--- src/hw/rtl/ioem_pkg.sv ---
// Package with shared constants, types and the exponential table for the overlap mean core.
`default_nettype none
package ioem_pkg;
    localparam int MaxSegments   = 256;
    localparam int ExpTableDepth = 1024;

    localparam logic [1:0] MODE_CLEAR = 2'd0;
    localparam logic [1:0] MODE_LOAD  = 2'd1;
    localparam logic [1:0] MODE_QUERY = 2'd2;

    localparam logic [1:0] ST_OK   = 2'd0;
    localparam logic [1:0] ST_INV  = 2'd1;
    localparam logic [1:0] ST_FULL = 2'd2;

    localparam logic [0:0] CFG_DIR    = 1'd0;
    localparam logic [0:0] CFG_CUTOFF = 1'd1;

    localparam logic [23:0] SumMax = 24'hFFFFFF;

    typedef struct packed {
        logic        start;
        logic [47:0] dividend;
        logic [16:0] divisor;
    } t_div_req;

    // Long division by shift and subtract, used only while the table is built.
    function automatic longint unsigned floor_div(input longint unsigned num,
                                                  input longint unsigned den);
        longint unsigned q;
        longint unsigned r;
        begin
            q = 0;
            r = 0;
            for (int b = 63; b >= 0; b--) begin
                r = (r << 1) | ((num >> b) & 64'd1);
                q = q << 1;
                if (r >= den) begin
                    r = r - den;
                    q = q | 64'd1;
                end
            end
            floor_div = q;
        end
    endfunction

    // Entry i holds 4096*exp(-8 + 16*i/depth) in Q12.12, saturated to 24 bits.
    function automatic logic [23:0] exp_entry(input longint unsigned i,
                                              input longint unsigned depth);
        longint y;
        logic neg;
        longint unsigned mag;
        longint unsigned term;
        longint sum;
        longint unsigned v;
        begin
            y = longint'(floor_div(i << 30, depth)) - (longint'(1) << 29);
            neg = (y < 0);
            mag = neg ? longint'(-y) : longint'(y);
            term = 64'd1 << 30;
            sum = longint'(term);
            for (int k = 1; k <= 14; k++) begin
                term = floor_div((term * mag) >> 30, 64'(k));
                if (neg && (k % 2 == 1)) sum = sum - longint'(term);
                else sum = sum + longint'(term);
            end
            v = (longint'(sum) + 512) >> 10;
            for (int s = 0; s < 4; s++) v = (v * v + (64'd1 << 19)) >> 20;
            v = (v + 128) >> 8;
            exp_entry = (v > 64'hFFFFFF) ? SumMax : v[23:0];
        end
    endfunction
endpackage
`default_nettype wire

--- src/hw/rtl/ioem_div.sv ---
// Restoring divider with rounding: one quotient bit per cycle.
`default_nettype none
module ioem_div (
    input  wire logic              i_clk,
    input  wire logic              i_rst_n,
    input  wire ioem_pkg::t_div_req i_req,
    output logic                   o_done,
    output logic [23:0]            o_quot
);
    import ioem_pkg::*;
    logic [47:0] r_num, n_num;
    logic [17:0] r_rem, n_rem;
    logic [16:0] r_den, n_den;
    logic [47:0] r_q, n_q;
    logic [5:0]  r_cnt, n_cnt;
    logic        r_busy, n_busy, r_done, n_done;
    logic [17:0] trial;

    always_comb begin
        n_num = r_num; n_rem = r_rem; n_den = r_den; n_q = r_q;
        n_cnt = r_cnt; n_busy = r_busy; n_done = 1'b0;
        trial = {r_rem[16:0], r_num[47]} - {1'b0, r_den};
        if (i_req.start) begin
            n_num  = i_req.dividend + {32'd0, 16'(i_req.divisor >> 1)};
            n_den  = i_req.divisor;
            n_rem  = '0; n_q = '0; n_cnt = 6'd48; n_busy = 1'b1;
        end else if (r_busy) begin
            n_num = {r_num[46:0], 1'b0};
            if (!trial[17]) begin
                n_rem = trial; n_q = {r_q[46:0], 1'b1};
            end else begin
                n_rem = {r_rem[16:0], r_num[47]}; n_q = {r_q[46:0], 1'b0};
            end
            n_cnt = r_cnt - 6'd1;
            if (r_cnt == 6'd1) begin
                n_busy = 1'b0; n_done = 1'b1;
            end
        end
    end

    always_ff @(posedge i_clk) begin
        if (!i_rst_n) begin
            r_busy <= 1'b0; r_done <= 1'b0; r_cnt <= '0;
        end else begin
            r_busy <= n_busy; r_done <= n_done; r_cnt <= n_cnt;
        end
        r_num <= n_num; r_rem <= n_rem; r_den <= n_den; r_q <= n_q;
    end

    assign o_done = r_done;
    assign o_quot = (r_q[47:24] != 24'd0) ? SumMax : r_q[23:0];
endmodule
`default_nettype wire

--- config.mk ---
export PLATFORM = sky130hd
export DESIGN_NAME = ioem_div
export DESIGN_NICKNAME = d
export VERILOG_FILES = /design/src/hw/rtl/ioem_pkg.sv /design/src/hw/rtl/ioem_div.sv
export SDC_FILE = /design/constraint.sdc
export NUM_CORES = 1
export LEC_CHECK = 0
export ABC_AREA = 0
export BUFFER_PORTS_ARGS = -buffer_cell sky130_fd_sc_hd__buf_2
export CORE_ASPECT_RATIO = 0.6
export CORE_UTILIZATION = 45
export DETAILED_ROUTE_END_ITERATION = 6
export PLACE_DENSITY_LB_ADDON = 0.08
export SYNTH_ARGS = -nofsm -noshare
export SYNTH_HDL_FRONTEND = slang
export SYNTH_SLANG_ARGS = --single-unit
export TNS_END_PERCENT = 5
--- constraint.sdc ---
create_clock -name i_clk -period 5.4 [get_ports i_clk]
set_input_delay 1.08 -clock i_clk [delete_from_list [all_inputs] [get_ports i_clk]]
set_output_delay 1.08 -clock i_clk [all_outputs]
set_load 0.1 [all_outputs]
### Yosys cells after proc, flatten, opt, wreduce, memory -nomap -nowiden

Cells that the tools add are included.

| storage, ports and cells | value |
|---|---|
| register bits | 138 |
| input bits | 68 |
| output and inout port bits | 25 |
| word-level logic and storage cells | 29 |

| cells by class | value |
|---|---|
| add/subtract/negate cells | 3 |
| eq/ne operators | 1 |
| multiplexer cells | 11 |
| bitwise operators | 2 |
| reduce and logical (&&, ||, !) cells | 4 |

Operator list:

| cell | number |
|---|---|
| 48-bit 2-to-1 mux | 2 |
| 48-bit by 16-bit adder with 48-bit output | 1 |
| 24-bit 2-to-1 mux | 1 |
| 24-bit nonzero test | 1 |
| 18-bit by 17-bit subtractor with 18-bit output | 1 |
| 17-bit 2-to-1 mux | 1 |
| 6-bit 2-to-1 mux | 2 |
| 6-bit by 1-bit equality test with 1-bit output (second input constant) | 1 |
| 6-bit by 1-bit subtractor with 6-bit output (second input constant) | 1 |
| 1-bit 2-to-1 mux | 5 |
| 3-bit OR reduction | 1 |
| 1-bit NOT | 2 |
| 2-bit nonzero test | 1 |
| 2-bit OR reduction | 1 |

### Longest topological paths before layout

Gate-level depths: netlist of run 1.

| logic depth | value |
|---|---|
| word-level depth | 4 |
| gate-level depth with buffers | 12 |
| depth with buffers taken out | 10 |

### Least setup slack after synthesis of run 1

OpenSTA, ideal clock, no wires.

| path | value |
|---|---|
| kind | in2reg |
| start | input port i_req[1] (netlist bit) |
| end | register r_num[38] (data pin) |
| library setup time | 271 ps |
| arrival | 3159 ps |
| required time | 5129 ps |
| path slack | 1970 ps |
| cell stages on the path | 10 |
| buffers on the path | 1 |
| path through | ha_1 > fa_1 > a21o_1 > nand4_1 > a211oi_1 > nor3_1 > clkbuf_1 > nor4_1 > xnor2_1 > a21oi_1 |

| on the way | value |
|---|---|
| cells in the longest elaborated chain, start to end | 2 |

RTL lines:

| what | RTL line | text |
|---|---|---|
| from (decl) | ioem_div.sv:6 | `input wire ioem_pkg::t_div_req i_req,` |
| 48-bit by 16-bit adder with 48-bit output | ioem_div.sv:24 | `n_num = i_req.dividend + {32'd0, 16'(i_req.divisor >> 1)};` |
| 48-bit 2-to-1 mux | ioem_div.sv:23 | `if (i_req.start) begin` |
| net n_num[38] | ioem_div.sv:11 | `logic [47:0] r_num, n_num;` |
| to (signal assigned) | ioem_div.sv:47 | `r_num <= n_num; r_rem <= n_rem; r_den <= n_den; r_q <= n_q;` |
| to (decl) | ioem_div.sv:11 |  |

The timed path passes the listed nets, and every way through them passes these cells.
A chain may end at the register's enable or synchronous reset.

### Final worst setup path of run 1

| path | value |
|---|---|
| start | register r_q[37] |
| end | output port o_quot[0] |

| on the way | value |
|---|---|
| cells in the longest elaborated chain, start to end | 2 |

RTL lines:

| what | RTL line | text |
|---|---|---|
| from (decl) | ioem_div.sv:14 | `logic [47:0] r_q, n_q;` |
| from (signal assigned) | ioem_div.sv:47 |  |
| 24-bit nonzero test | ioem_div.sv:51 | `assign o_quot = (r_q[47:24] != 24'd0) ? SumMax : r_q[23:0];` |
| 24-bit 2-to-1 mux | ioem_div.sv:51 |  |
| to (decl) | ioem_div.sv:8 | `output logic [23:0] o_quot` |

No other way between the ends.

==> results of run 1 <==
-- power groups by stage --
stage	sequential, mW	clock [mW]	combinational (mW)
finish	1.21	1.18	0.460
global route	1.22	1.25	0.509
CTS	1.21	1.21	0.455
detailed placement	1.23	0	0.453
global placement	1.23	0	0.440
floorplan	1.21	0	0.338
-- area by class of cell --
cell class                 instances  area (um^2)
clock buffer                      20          479
clock inverter                    12          125
fill                            1592         8040
inverter                          35          131
multi-input combinational        634         4270
sequential                       138         3420
tap                              234          293
timing repair buffer              98          508
-- flip-flops by register name, indices dropped and copies added, names as in the netlist --
| signal | flops |
|---|---|
| r_num | 48 |
| r_q | 48 |
| r_den | 17 |
| r_rem | 17 |
| r_cnt | 6 |
| o_done | 1 |
| r_busy | 1 |
-- cells in the final DEF, fill, tap and decap left out, types with 22 or more instances in the layout --
cell | Yosys | layout
a21oi_1 | 42 | 42
buf_2 | 5 | 91
dfxtp_1 | 73 | 72
edfxtp_1 | 65 | 65
ha_1 | 35 | 35
inv_1 | 35 | 34
mux2i_1 | 48 | 48
nand2_1 | 41 | 41
nand3_1 | 31 | 31
nor2_1 | 118 | 118
o21ai_0 | 22 | 22
or3_1 | 34 | 34
xnor2_1 | 30 | 30
-- worst max-delay path by stage --
stage / from / endpoint / slack (ps) / cells after the start
global route: r_q[24] / o_quot[18] / 1370 / 4
floorplan: i_req[1] / r_num[38] / 1970 / 10
global placement: i_req[65] / r_num[16] / 1670 / 4
finish: r_q[37] / o_quot[0] / 1590 / 4
detailed placement: i_req[65] / r_num[16] / 1590 / 4
CTS: r_q[37] / o_quot[14] / 1580 / 4
-- routing by layer --
layer | part of all wire | vias up | track usage
li1 | - | 3307 | -
met1 | 0.51 | 3219 | 0.334
met2 | 0.43 | 189 | 0.326
met3 | 0.054 | 18 | 0.0447
met4 | 0.0090 | 0 | 0.0670
met5 | 0 | - | 0
-- logic make-up after synthesis --
| group | Yosys count |
|---|---|
| XOR/XNOR | 38 |
| AO/OA/AOI/OAI | 184 |
| AND/OR/NAND/NOR | 317 |
| buffers and inverters | 81 |
| adder cells (fa/ha/maj) | 37 |
| flip-flops | 138 |
| multiplexers | 58 |
-- worst max-delay path, cell delays in order (launching register included) --
cell     delay [ps]
dfxtp_1         320
nor4_1          350
nand4_1         700
or3_1           630
buf_2           310
-- synthesized netlist by cell type (7+ instances only) --
master | count | area share
nor3_1 | 14 | 0.0088
o21a_1 | 9 | 0.0084
ha_1 | 35 | 0.055
mux2i_1 | 48 | 0.060
inv_1 | 35 | 0.016
a21oi_1 | 42 | 0.026
o31ai_1 | 7 | 0.0066
nand3_1 | 31 | 0.019
a311oi_1 | 7 | 0.0077
a21o_1 | 18 | 0.017
nor4_1 | 15 | 0.012
or4_1 | 11 | 0.010
nor2_1 | 118 | 0.055
a211oi_1 | 10 | 0.0094
dfxtp_1 | 73 | 0.18
a31oi_1 | 17 | 0.013
mux2_2 | 10 | 0.014
xor2_1 | 8 | 0.0088
o21ai_0 | 22 | 0.014
buf_1 | 7 | 0.0033
edfxtp_1 | 65 | 0.24
clkbuf_1 | 32 | 0.015
or3_1 | 34 | 0.027
o211ai_1 | 13 | 0.012
nand2_1 | 41 | 0.019
xnor2_1 | 30 | 0.033
and2_1 | 7 | 0.0055
and3_1 | 10 | 0.0078
nand4_1 | 14 | 0.011
==> flow_summary.json, run 1 <==
{
  "peakVddDrop_uv": 220,
  "leakagePower_nw": 3.80,
  "postCtsSetupRepairBufs": 0,
  "finalSetupTns_ps": 0,
  "drv_slew": 0,
  "clockBufferDepth": 2,
  "antenna_found_initial": 0,
  "holdPathStages": 2,
  "antennaDiodeCount": 0,
  "clockPowerShare": 0.415,
  "grt_max_degree": 75,
  "combPwrFrac": 0.161,
  "cts.sink_count": 138,
  "r2r_end": "r_rem[11]",
  "path_max_fanout": 24,
  "via_per_inst": 5.75,
  "fin_crit_sh": 0.706,
  "total_power_mw": 2.85,
  "path_class": "reg -> out",
  "hold_viol": 0,
  "syn-cell-area_mm2": 0.00801,
  "seqPwrFrac": 0.424,
  "cts_resized": 0,
  "drtIter0Drc": 485,
  "fin_crit_ps": 3810,
  "cp.arrival_ps": 2730,
  "ys_warn_count": 0,
  "overflow": 0,
  "path_clk_slew_ps": 60,
  "async_flop_share": 0,
  "muxShareOfSynthArea": 0.0741,
  "port_buffers": 92,
  "min_to": "r_cnt[1]",
  "p_per_area_mw_per_mm2": 309,
  "drtAntennaViolNets": 0,
  "synth_compound_area_frac": 0.161,
  "outcome": "completed",
  "grtUsageTotal": 0.225,
  "routed_wl_um": 19600,
  "hold_buffers": 0,
  "ys.flop_type": "dfxtp_1",
  "dp_worst_setup_slack_ps": 1590,
  "fp.dieW_um": 174,
  "r2r_slack_ps": 1890,
  "fin_util": 0.534,
  "dieArea_mm2": 0.0184,
  "p_int_mw": 2.06,
  "post-route-cell-area_mm2": 0.00923,
  "final_nets": 1029,
  "worst-r2r-cell-count": 9,
  "clk_latency_ps": 420,
  "dp.cells": 1139,
  "place.gp.congestion": 0.870,
  "dr_total_vias": 6733,
  "numCtsBuffers": 17,
  "min_from": "r_cnt[1]",
  "core_mm2": 0.0173,
  "holdWs_ps": 508,
  "dp_hpwl_um": 14000,
  "drcViolationCount": 0,
  "synthAdderAreaFrac": 0.0597,
  "reg2reg_from": "r_den[4]",
  "initial_utilization": 0.464,
  "synth_area_per_cell_um2": 9.39,
  "slew_headroom": 0.225,
  "placed_area_mm2": 0.00862,
  "switching_power_uw": 790,
  "netlist_instances": 853,
  "tritoncts": "done",
  "synth.distinct_cells": 66,
  "die_h_um": 105,
  "finalSetupViolCount": 0,
  "ys_ff_latch": 138,
  "fin_cells": 1171,
  "grt_pass1_wl_um": 32700,
  "synthSimpleGateAreaFrac": 0.197,
  "rsz0062_at_grt": "no",
  "root_buffer": "clkbuf_16",
  "switching_share": 0.277,
  "crit_path_end_kind": "output pin",
  "synth_nets": 958,
  "fin_worst_skew_ps": 10.2,
  "h-tree-depth": 4,
  "drt-pass1-iter-count": 5,
  "syn_to_final_growth_pct": 15.2,
  "hp-class": "reg -> reg",
  "rows": 37,
  "fin_ws_ps": 1590,
  "fmax_mhz": 262,
  "synth_edf_count": 65,
  "routedWlPerCell_um": 16.8,
  "synth_top_family_by_area": "simple AND/OR/NAND/NOR gates",
  "max-cap-violations": 0,
  "crit_required_ps": 4320,
  "synth_seq_area_share": 0.426,
  "critPathLaunchType": "flip-flop",
  "tightest_slew_ps": 1160,
  "synth_xor_area_frac": 0.0416,
  "ios": 93,
  "grt_pass1_vias": 6419,
  "layout-drive-gt1-share": 0.161
}
Power figures use the tool's default switching activity.
==> run 2, diff against run 1 <==
clock period = 3.15 ns   (was 5.4 ns; I/O delays follow)
==> flow_summary.json, run 2 (same netlist as run 1, synthesis figures left out) <==
{
  "grt_pass1_vias": 6251,
  "drcViolationCount": 0,
  "leakagePower_nw": 3.88,
  "fin_crit_sh": 0.917,
  "fp.dieW_um": 174,
  "dieArea_mm2": 0.0184,
  "initial_utilization": 0.464,
  "peakVddDrop_uv": 381,
  "overflow": 0,
  "finalSetupViolCount": 0,
  "hold_buffers": 0,
  "h-tree-depth": 4,
  "hold_viol": 0,
  "cts.sink_count": 138,
  "drtAntennaViolNets": 0,
  "grtUsageTotal": 0.222,
  "rsz0062_at_grt": "no",
  "crit_required_ps": 3460,
  "place.gp.congestion": 0.902,
  "layout-drive-gt1-share": 0.178,
  "hp-class": "in -> reg",
  "switching_power_mw": 1.34,
  "fin_crit_ps": 2890,
  "syn_to_final_growth_pct": 16.6,
  "antenna_found_initial": 0,
  "slowest_stage": "a21oi_1",
  "root_buffer": "clkbuf_16",
  "drv_slew": 0,
  "fin_util": 0.541,
  "max_stage_delay_ps": 410,
  "final_nets": 1048,
  "critical_path.most_common_cell": "a211oi_1",
  "fmax_mhz": 346,
  "path_clk_slew_ps": 60,
  "grt_max_degree": 82,
  "drtIter0Drc": 527,
  "clockBufferDepth": 2,
  "dr_total_vias": 6704,
  "via_per_inst": 5.63,
  "final_common_cell": "nor2_1",
  "path_class": "reg -> reg",
  "placed_area_mm2": 0.00876,
  "post-route-cell-area_mm2": 0.00934,
  "numCtsBuffers": 17,
  "path_max_fanout": 4,
  "outcome": "completed",
  "crit_buf_inv": 1,
  "cp_cell_sequence": "inv_1 -> ha_1 -> fa_1 -> nand2b_1 -> a211oi_1 -> o221ai_1 -> a21oi_1 -> and4b_1 -> nor3_1 -> a211oi_1",
  "clk_latency_ps": 420,
  "combPwrFrac": 0.168,
  "port_buffers": 92,
  "routedWlPerCell_um": 16.6,
  "dp.cells": 1158,
  "fin_cells": 1190,
  "tritoncts": "done",
  "antennaDiodeCount": 0,
  "slew_headroom": 0.449,
  "core_mm2": 0.0173,
  "reg_top3": "r_num: 48 flops, r_q: 48 flops",
  "switching_share": 0.278,
  "path_delay_family": "compound AO/OA/AOI/OAI gates",
  "n_fill_cell": 1550,
  "max-cap-violations": 0,
  "p_int_mw": 3.49,
  "holdWs_ps": 406,
  "finalSetupTns_ps": 0,
  "p_per_area_mw_per_mm2": 518,
  "rows": 37,
  "drt-pass1-iter-count": 5,
  "clockPowerShare": 0.403,
  "seqPwrFrac": 0.429,
  "tightest_slew_ps": 827,
  "final_cell_mix": "nor2_1, buf_2, dfxtp_1, edfxtp_1, mux2i_1",
  "grt_pass1_wl_um": 32200,
  "die_h_um": 105,
  "routed_wl_um": 19800,
  "cts_resized": 0,
  "critPathLaunchType": "flip-flop",
  "cp.arrival_ps": 3200,
  "ios": 93,
  "fin_worst_skew_ps": 12.9,
  "crit_path_end_kind": "flip-flop",
  "dp_hpwl_um": 14200,
  "postCtsSetupRepairBufs": 0
}
==> run 2: changes by cell type in the layout (fill, tap and decap cells not counted), sizes merged <==
cell,change
inv,+1
clkinv,-3
buf,+19
bufinv,-1
clkinvlp,+1
clkbuf,+2
==> run 2: final timing paths <==
path	from	to	slack [ps]	cells after the start
setup reg to reg	r_num[47]	r_rem[14]	260	10
hold / removal	i_req[0]	r_den[0]	410	1
setup / recovery	r_num[47]	r_rem[14]	260	10
hold reg to reg	r_cnt[1]	r_cnt[1]	500	2
==> run 2: power groups by stage <==
stage / combinational, mW / sequential [mW] / clock (mW)
after global placement: 0.783 / 2.11 / 0
after global routing: 0.899 / 2.09 / 2.08
after floorplan: 0.580 / 2.08 / 0
after detailed placement: 0.802 / 2.11 / 0
final: 0.812 / 2.07 / 1.95
after CTS: 0.807 / 2.07 / 1.99
==> run 2: cell type report <==
type / count / area (um^2) / share of cell area
Clock inverter: 10 / 75.1 / 0.00804
Multi-Input combinational cell: 634 / 4270 / 0.458
Clock buffer: 22 / 498 / 0.0533
Sequential cell: 138 / 3420 / 0.366
Inverter: 35 / 131 / 0.0141
Timing Repair Buffer: 117 / 651 / 0.0697
Tap cell: 234 / 293 / 0.0314
==> run 2: through the flow <==
stage	setup slack, ps	total power, mW
floorplan	170	2.66
global placement	47.1	2.89
detailed placement	-24.2	2.91
CTS	276	4.87
global route	75.7	5.07
finish	261	4.84
==> run 2: layer usage <==
metal	vias to the layer above	wire length (um)	track usage
li1	3351	-	-
met1	3152	10300	0.333
met2	186	8390	0.317
met3	15	1020	0.0422
met4	0	153	0.0664
met5	-	0	0
==> run 3, diff against run 2 <==
CORE_ASPECT_RATIO = 1.2   (was 0.6)
==> flow_summary.json, run 3 (same netlist as run 1, synthesis figures left out) <==
{
  "outcome": "completed",
  "layout-drive-gt1-share": 0.183,
  "highest_layer": "met4",
  "wl_met1_um": 8400,
  "tritoncts": "done",
  "fp.dieW_um": 124,
  "fin_crit_ps": 2860,
  "dp_hpwl_um": 13300,
  "dr_total_vias": 6666,
  "dieArea_mm2": 0.0183,
  "drv_slew": 0,
  "leakagePower_nw": 3.89,
  "fin_crit_sh": 0.909,
  "numCtsBuffers": 17,
  "finalSetupTns_ps": 0,
  "hp-class": "in -> reg",
  "rsz0062_at_grt": "no",
  "crit_path_end_kind": "flip-flop",
  "tightest_slew_ps": 1060,
  "fin_worst_skew_ps": 9.80,
  "cts.sink_count": 138,
  "grt_pass1_wl_um": 31100,
  "fin_cells": 1178,
  "drtAntennaViolNets": 0,
  "fin_util": 0.535,
  "port_buffers": 92,
  "place.gp.congestion": 0.900,
  "path_class": "reg -> reg",
  "critPathLaunchType": "flip-flop",
  "overflow": 0,
  "clk_latency_ps": 430,
  "final_nets": 1049,
  "path_max_fanout": 18,
  "reg2reg_from": "r_rem[12]",
  "total_power_mw": 4.77,
  "final_cell_mix": "nor2_1, buf_2, dfxtp_1, edfxtp_1, mux2i_1",
  "max-cap-violations": 0,
  "grt_pass1_vias": 6463,
  "ios": 93,
  "final_common_cell": "nor2_1",
  "fmax_mhz": 349,
  "grt_max_degree": 97,
  "dp.cells": 1145,
  "core_mm2": 0.0174,
  "routed_wl_um": 18800,
  "clockBufferDepth": 2,
  "syn_to_final_growth_pct": 16.6,
  "cp.arrival_ps": 3190,
  "drtIter0Drc": 437,
  "rows": 53,
  "path_clk_slew_ps": 60,
  "slew_headroom": 0.294,
  "wl_met2_um": 9300,
  "crit_required_ps": 3480,
  "wl_met3_um": 695,
  "die_h_um": 148,
  "startpoint": "r_rem[12]",
  "min_from": "i_req[0]",
  "peakVddDrop_uv": 400,
  "reg_top3": "r_num: 48 flops, r_q: 48 flops",
  "p_per_area_mw_per_mm2": 511,
  "via_per_inst": 5.66,
  "drt-pass1-iter-count": 5,
  "antenna_found_initial": 1,
  "initial_utilization": 0.459,
  "finalSetupViolCount": 0,
  "drcViolationCount": 0,
  "grtUsageTotal": 0.216,
  "hold_viol": 0,
  "h-tree-depth": 4,
  "root_buffer": "clkbuf_16",
  "routedWlPerCell_um": 16.0
}
-- run 3: changes by cell type in the layout (fill, tap and decap cells not counted), sizes merged --
| cell | previous run | this run |
|---|---|---|
| clkbuf | 22 | 18 |
| buf | 117 | 118 |
| diode | 0 | 1 |
| clkinv | 3 | 6 |
| inv | 41 | 42 |
-- run 3: what timing repair did --
item	CTS	global route
gates resized for setup	0	1
endpoints found under the hold margin	0	0
hold buffers	0	0
buffers inserted	0	0
endpoints found under the setup margin	0	6
-- run 3: final cells by class --
| class | count | area, um^2 |
|---|---|---|
| Clock inverter | 14 | 109 |
| Fill cell | 1615 | 8110 |
| Sequential cell | 138 | 3420 |
| Timing Repair Buffer | 118 | 671 |
| Multi-Input combinational cell | 634 | 4280 |
| Antenna cell | 1 | 2.50 |
| Tap cell | 220 | 275 |
| Inverter | 35 | 131 |
| Clock buffer | 18 | 450 |
-- run 3: worst paths after layout --
| check | to | slack [ps] | depth (start not counted) |
|---|---|---|---|
| setup / recovery | r_rem[2] | 290 | 9 |
| hold / removal | r_den[0] | 380 | 1 |
| setup reg to reg | r_rem[2] | 290 | 9 |
| hold reg to reg | r_cnt[1] | 490 | 2 |
-- run 3: per-stage QoR --
step           setup slack (ps)  hold slack (ps)  instance area, um^2
2_1_floorplan               170              454                 8010
4_1_cts                     113              360                 9330
5_1_grt                     112              362                 9340
3_5_place_dp               10.5              488                 8770
3_3_place_gp               73.0              484                 8770
6_report                    288              376                 9340
-- run 3: report_power, final --
group / switching (mW) / total [mW] / internal, mW
combinational: 0.464 / 0.806 / 0.342
clock: 0.826 / 1.89 / 1.07
sequential: 0.0553 / 2.07 / 2.02
total: 1.35 / 4.77 / 3.43
-- run 3: metal layers --
layer | track usage | vias up
met5 | 0 | -
met3 | 0.0460 | 32
met1 | 0.268 | 3141
li1 | - | 3347
met4 | 0.0849 | 0
met2 | 0.363 | 146
-- run 3: worst max-delay path: stages (launching register included) --
cell	delay (ps)
dfxtp_1	340
ha_1	460
and2_1	270
a2bb2oi_1	120
a31oi_1	430
mux2i_1	330
o31a_1	170
buf_4	240
nand4_1	110
a311oi_1	290
